`config.mk`:
```
export PLATFORM = sky130hd
export DESIGN_NAME = rmsm_div_pipe
export DESIGN_NICKNAME = d
export VERILOG_FILES = /design/src/hdl/rmsm_pkg.sv /design/src/hdl/rmsm_div_pipe.sv
export SDC_FILE = /design/constraint.sdc
export NUM_CORES = 2
export LEC_CHECK = 0
export BUFFER_PORTS_ARGS = -buffer_cell sky130_fd_sc_hd__buf_4
export CORE_AREA = 2 2 285 428
export CTS_CLUSTER_DIAMETER = 80
export DETAILED_ROUTE_END_ITERATION = 8
export DIE_AREA = 0 0 287 430
export GPL_ROUTABILITY_DRIVEN = 0
export GPL_TIMING_DRIVEN = 0
export PLACE_DENSITY_LB_ADDON = 0.2
export SYNTH_ARGS = -nofsm -noshare
export SYNTH_HDL_FRONTEND = slang
export SYNTH_SLANG_ARGS = --single-unit
```
`constraint.sdc`:
```
create_clock -name clk_i -period 27.4 [get_ports clk_i]
set_input_delay 4.11 -clock clk_i [delete_from_list [all_inputs] [get_ports clk_i]]
set_output_delay 4.11 -clock clk_i [all_outputs]
set_load 0.01 [all_outputs]
```
`src/hdl/rmsm_pkg.sv`:
```
package rmsm_pkg;

  // Field widths
  localparam int TAXON_W  = 5;
  localparam int SAMPLE_W = 32;
  localparam int COUNT_W  = 16;
  localparam int SUM_W    = 64;

  // Stream payload widths (packed, padded to whole bytes)
  localparam int S_TDATA_W = 64;
  localparam int M_TDATA_W = 96;

  // Divider: restoring division, DIV_BITS quotient bits per stage
  localparam int DIV_BITS   = 8;
  localparam int DIV_STAGES = SAMPLE_W / DIV_BITS;
  localparam int DIV_ACC_W  = COUNT_W + SAMPLE_W;

endpackage

```
`src/hdl/rmsm_div_pipe.sv`:
```
module rmsm_div_pipe import rmsm_pkg::*; #(
  parameter int TAG_W = 8
) (
  input  logic                                clk_i,
  input  logic                                rst_ni,
  input  logic                                en_i,
  input  logic                                valid_i,
  input  logic [SAMPLE_W-1:0]                 num_i,
  input  logic [COUNT_W-1:0]                  den_i,
  input  logic [TAG_W-1:0]                    tag_i,
  output logic                                valid_o,
  output logic [SAMPLE_W-1:0]                 quo_o,
  output logic [TAG_W-1:0]                    tag_o,
  output logic [DIV_STAGES-1:0]               stage_valid_o,
  output logic [DIV_STAGES-1:0][TAG_W-1:0]    stage_tag_o
);

  // One restoring step per bit: remainder in the upper bits, quotient shifts in below
  function automatic logic [DIV_ACC_W-1:0] div_chunk(input logic [DIV_ACC_W-1:0] acc,
                                                     input logic [COUNT_W-1:0]   den);
    logic [DIV_ACC_W-1:0] a;
    logic [COUNT_W:0]     hi;
    logic                 qb;
    a = acc;
    for (int b = 0; b < DIV_BITS; b++) begin
      hi = a[DIV_ACC_W-1 -: (COUNT_W + 1)];
      qb = (hi >= {1'b0, den});
      if (qb) begin
        hi = hi - {1'b0, den};
      end
      a = {hi[COUNT_W-1:0], a[SAMPLE_W-2:0], qb};
    end
    return a;
  endfunction

  logic [DIV_STAGES-1:0]                 v_q;
  logic [DIV_ACC_W-1:0]                  acc_q [DIV_STAGES];
  logic [COUNT_W-1:0]                    den_q [DIV_STAGES];
  logic [TAG_W-1:0]                      tag_q [DIV_STAGES];

  always_ff @(posedge clk_i or negedge rst_ni) begin
    if (!rst_ni) begin
      v_q <= '0;
    end else if (en_i) begin
      v_q <= {v_q[DIV_STAGES-2:0], valid_i};
    end
  end

  for (genvar s = 0; s < DIV_STAGES; s++) begin : g_stage
    logic [DIV_ACC_W-1:0] acc_in;
    logic [COUNT_W-1:0]   den_in;
    logic [TAG_W-1:0]     tag_in;

    if (s == 0) begin : g_first
      assign acc_in = {{COUNT_W{1'b0}}, num_i};
      assign den_in = den_i;
      assign tag_in = tag_i;
    end else begin : g_next
      assign acc_in = acc_q[s-1];
      assign den_in = den_q[s-1];
      assign tag_in = tag_q[s-1];
    end

    always_ff @(posedge clk_i) begin
      if (en_i) begin
        acc_q[s] <= div_chunk(acc_in, den_in);
        den_q[s] <= den_in;
        tag_q[s] <= tag_in;
      end
    end

    assign stage_tag_o[s] = tag_q[s];
  end

  assign stage_valid_o = v_q;
  assign valid_o       = v_q[DIV_STAGES-1];
  assign quo_o         = acc_q[DIV_STAGES-1][SAMPLE_W-1:0];
  assign tag_o         = tag_q[DIV_STAGES-1];

endmodule

```
### After elaboration in Yosys (flattened, before gate mapping)

Memories as Yosys holds them, arrays and structs flattened.
Cells that the tools add are included.

| operators by class | value |
|---|---|
| $add $sub $neg | 32 |
| magnitude comparators | 32 |
| multiplexer cells | 66 |

Operator list:

| kind | number |
|---|---|
| $mux W16 | 64 |
| $ge A17 B16 Y1 | 31 |
| $sub A16 B16 Y16 | 31 |
| $ge A1 B16 Y1 | 1 |
| $sub A1 B16 Y16 | 1 |
| $mux W1 | 2 |

| word-level totals | value |
|---|---|
| register bits after elaboration | 4 |
| bits in writable memories | 288 |
| bits of input ports | 60 |
| output and inout port bits | 77 |
| word-level logic and storage cells | 134 |
| memories kept | 3 |

Memories:

| name | depth | width | read ports | clocked after memory_dff | write ports | line | text |
|---|---|---|---|---|---|---|---|
| acc_q | 4 | 48 | 4 | 0 | 4 | rmsm_div_pipe.sv:37 | `logic [DIV_ACC_W-1:0] acc_q [DIV_STAGES];` |
| den_q | 4 | 16 | 3 | 0 | 4 | rmsm_div_pipe.sv:38 | `logic [COUNT_W-1:0] den_q [DIV_STAGES];` |
| tag_q | 4 | 8 | 4 | 0 | 4 | rmsm_div_pipe.sv:39 | `logic [TAG_W-1:0] tag_q [DIV_STAGES];` |

### Longest topological paths before layout

An unclocked memory read counts as a cell.

| logic depth | value |
|---|---|
| depth in word-level cells | 25 |
| mapped depth | 120 |
| gate-level depth less buffers | 110 |

### Least setup slack after synthesis

OpenSTA, ideal clock, no wires.

| timing path | value |
|---|---|
| path kind | input -> register |
| from | in den_i[1] |
| to | mem acc_q[0][40] (netlist name), data pin |
| setup time | 0.262 ns |
| arrival | 23.180 ns |
| required time | 27.138 ns |
| slack | 3.958 ns |
| stages | 98 |
| buffers on the path | 11 |
| cells stage by stage | inv_1 > ha_1 > clkbuf_1 > a21oi_1 > nor3_1 > mux2i_1 > ha_1 > nor2b_1 > o31a_1 > o21ai_0 > a21oi_1 > o21ai_1 > nand2_1 > clkbuf_1 > a21oi_1 > ha_1 > nor2b_1 > o21ai_0 > (+62 left out) > inv_1 > ha_1 > nor2b_1 > o21ai_0 > a21boi_0 > o21ai_0 > a21boi_0 > o21ai_0 > nand2_1 > a21o_1 > nand2_1 > a21oi_1 > a41o_1 > o21a_1 > o21ai_0 > nand3_2 > buf_6 > mux2_1 |

RTL lines:

| element | line | text |
|---|---|---|
| from (decl) | rmsm_div_pipe.sv:9 | `input logic [COUNT_W-1:0] den_i,` |
| to (decl) | rmsm_div_pipe.sv:37 |  |

==> metrics.yaml <==
r2r_setup_slack_ns: 1.45
layout-drive-gt1-share_pct: 15.9
cts_root_buf: "clkbuf_16"
die_x_um: 287
crit_fanout: 10
seq_area_frac_synth_pct: 21.8
vias_per_cell: 5.38
area_growth_pct: 15.1
start_util_pct: 29.8
clk_pin_slew_ns: 0.06
drc: 0
numCtsBuffers: 36
fp-row-count: 156
drt-total-wl_um: 120000
max_freq_ghz: 0.0385
gr-total-overflow: 0
clockBufferDepth: 3
final_util_pct: 34.3
synth_edf_count: 256
ys_seq_elements: 260
dr.pass1.iters: 7
fin_crit_ns: 25.95
die_h_um: 430
r2r-start: "den_q[0][0]$_DFFE_PP_"
reg2reg_depth: 110
drt_iter0_drc: 1680
critical_path.max_stage_delay_ns: 0.76
gr-usage-all-layers_pct: 19.0
hold_path_startpoint: "acc_q[0][7]$_DFFE_PP_"
worstSetupStartpointType: "flop"
setup-violations-final: 0
fin_worst_skew_ns: 0.0267
maxCapViolCount: 0
dieArea_sq_um: 123000
cts.htree.levels: 2
synthesis.nets: 4736
clk_latency_ns: 0.58
fin_crit_sh_pct: 94.7
dp_hpwl_um: 95400
r2r_end: "acc_q[1][35]$_DFFE_PP_"
worstMarginPinSlew_ns: 0.887
hold_viol: 0
ant_nets: 0
hold_depth: 0
placed_area_sq_um: 38700
min_path_type: "flop to flop"
status: "completed"
slowest_stage: "edfxtp_1"
synthFlopType: "edfxtp_1"
grt_max_degree: 119
io_pins: 137
final_net_count: 4976
core-area_sq_um: 120000
max_slew_margin_pct: 40.4
clkSinkCount: 260
final.setup.tns_ns: 0
worstPathArrival_ns: 26.26
cp_common_cell: "o21ai_0"
netlist_instances: 4148
io_buffers: 136
yosysWarnings: 0
syn-mean-instance-area_sq_um: 8.60
vias: 32300
cts_tree: "yes"
grt_pass1_vias: 32200
wl_per_cell_um: 20.1
drv_slew: 0
required_ns: 27.71
critPathTopFamily: "compound AO/OA/AOI/OAI gates"
grt_first_pass_wirelength_um: 182000
cp_num_buf_inv: 18
antenna_found_initial: 2
crit_path_end_kind: "flop"
synth-async-reset-ratio_pct: 1.54
critical_path_class: "flop to flop"
yosysUniqueCellTypes: 102
syn-cell-area_sq_um: 35700
min_delay_worst_endpoint: "acc_q[1][15]$_DFFE_PP_"
final_area_sq_um: 41100
==> cells by family after synthesis <==
| family | Yosys count | synth area share (%) |
|---|---|---|
| simple gates | 1209 | 16.7 |
| flops | 260 | 21.8 |
| xor+xnor | 315 | 7.74 |
| compound gates | 1161 | 21.1 |
| buf+inv | 376 | 4.17 |
| mux | 299 | 9.29 |
| fa+ha+maj | 528 | 19.2 |
==> stage by stage <==
stage                     hold slack, ns  worst slack (ns)  cells
final                              0.411              1.45   5993
after global routing               0.418           -0.0194   5993
after CTS                          0.410           0.00749   5933
after detailed placement           0.405             -2.65   5866
after global placement             0.400             -2.91   5864
after floorplan                    0.400              3.96   4148
==> placed cells by master, fill, tap and decap left out, types with 65 or more instances in the layout <==
cell / instances
inv_1: 265
nand2_1: 276
ha_1: 496
buf_4: 205
nor3_1: 85
a21oi_1: 345
xor2_1: 107
nand3_1: 87
nand2b_1: 65
nand4_1: 101
o21ai_0: 250
nor2b_1: 88
xnor2_1: 208
edfxtp_1: 256
nor2_1: 321
mux2_2: 231
a21o_1: 100
==> metal layers <==
metal	wire, um	up-vias	GRT usage, %
met2	62400	634	35.6
met3	3560	249	1.79
met4	6580	0	10.0
met1	47700	15400	20.7
li1	-	16000	-
met5	0	-	0
==> layout make-up <==
cell class | instances | area [sq um]
clock buffer | 39 | 933
multi-input combinational | 3512 | 26700
tap | 1580 | 1980
sequential | 260 | 7790
fill | 12600 | 78800
clock inverter | 23 | 340
timing repair inverter | 1 | 5.00
buffer | 68 | 362
inverter | 306 | 1270
antenna | 1 | 2.50
timing repair buffer | 203 | 1650
==> registers in the layout, indices dropped and copies added, names as in the netlist <==
register / count
den_q: 48
acc_q: 176
stage_valid_o: 4
tag_q: 32
==> Yosys cell counts, drive strengths merged, types with 26 or more instances <==
cell type	number	share of area, %
a21o	101	2.1
o21a	65	1.4
or3	29	0.51
mux2	239	7.6
o211ai	27	0.57
nand2b	65	1.1
nand2	278	2.9
nor2	323	3.4
nand3	88	1.2
nor3	88	1.2
a211oi	26	0.61
mux2i	60	1.7
o21ai	273	3.9
a21boi	38	0.80
clkbuf	30	0.32
buf	40	0.63
nand4	102	1.8
fa	30	1.7
inv	305	3.2
xor2	107	2.6
a31oi	34	0.64
a21oi	356	5.0
xnor2	208	5.1
nor2b	88	1.5
nor4	39	0.72
edfxtp	256	22
ha	498	17
==> worst max-delay path by stage <==
stage / start / end / slack, ns / cells after the start
6_report: den_q[0][0]$_DFFE_PP_ / acc_q[1][35]$_DFFE_PP_ / 1.45 / 110
5_1_grt: den_i[13] / acc_q[0][43]$_DFFE_PP_ / -0.02 / 97
4_1_cts: den_i[0] / acc_q[0][43]$_DFFE_PP_ / 0.007 / 102
3_5_place_dp: den_q[0][1]$_DFFE_PP_ / acc_q[1][34]$_DFFE_PP_ / -2.65 / 105
3_3_place_gp: den_q[0][1]$_DFFE_PP_ / acc_q[1][34]$_DFFE_PP_ / -2.91 / 105
2_1_floorplan: den_i[1] / acc_q[0][40]$_DFFE_PP_ / 3.96 / 98
==> what timing repair did <==
action / 4_1_cts / 5_1_grt
setup endpoints to repair: 52 / 52
resized for setup: 36 / 120
cloned: 1 / 0
buffers inserted: 5 / 60
hold buffers: 0 / 0
Power is left out: the tool's default activity adds up to more than one toggle a clock period on the data nets, which glitch-free logic cannot reach.
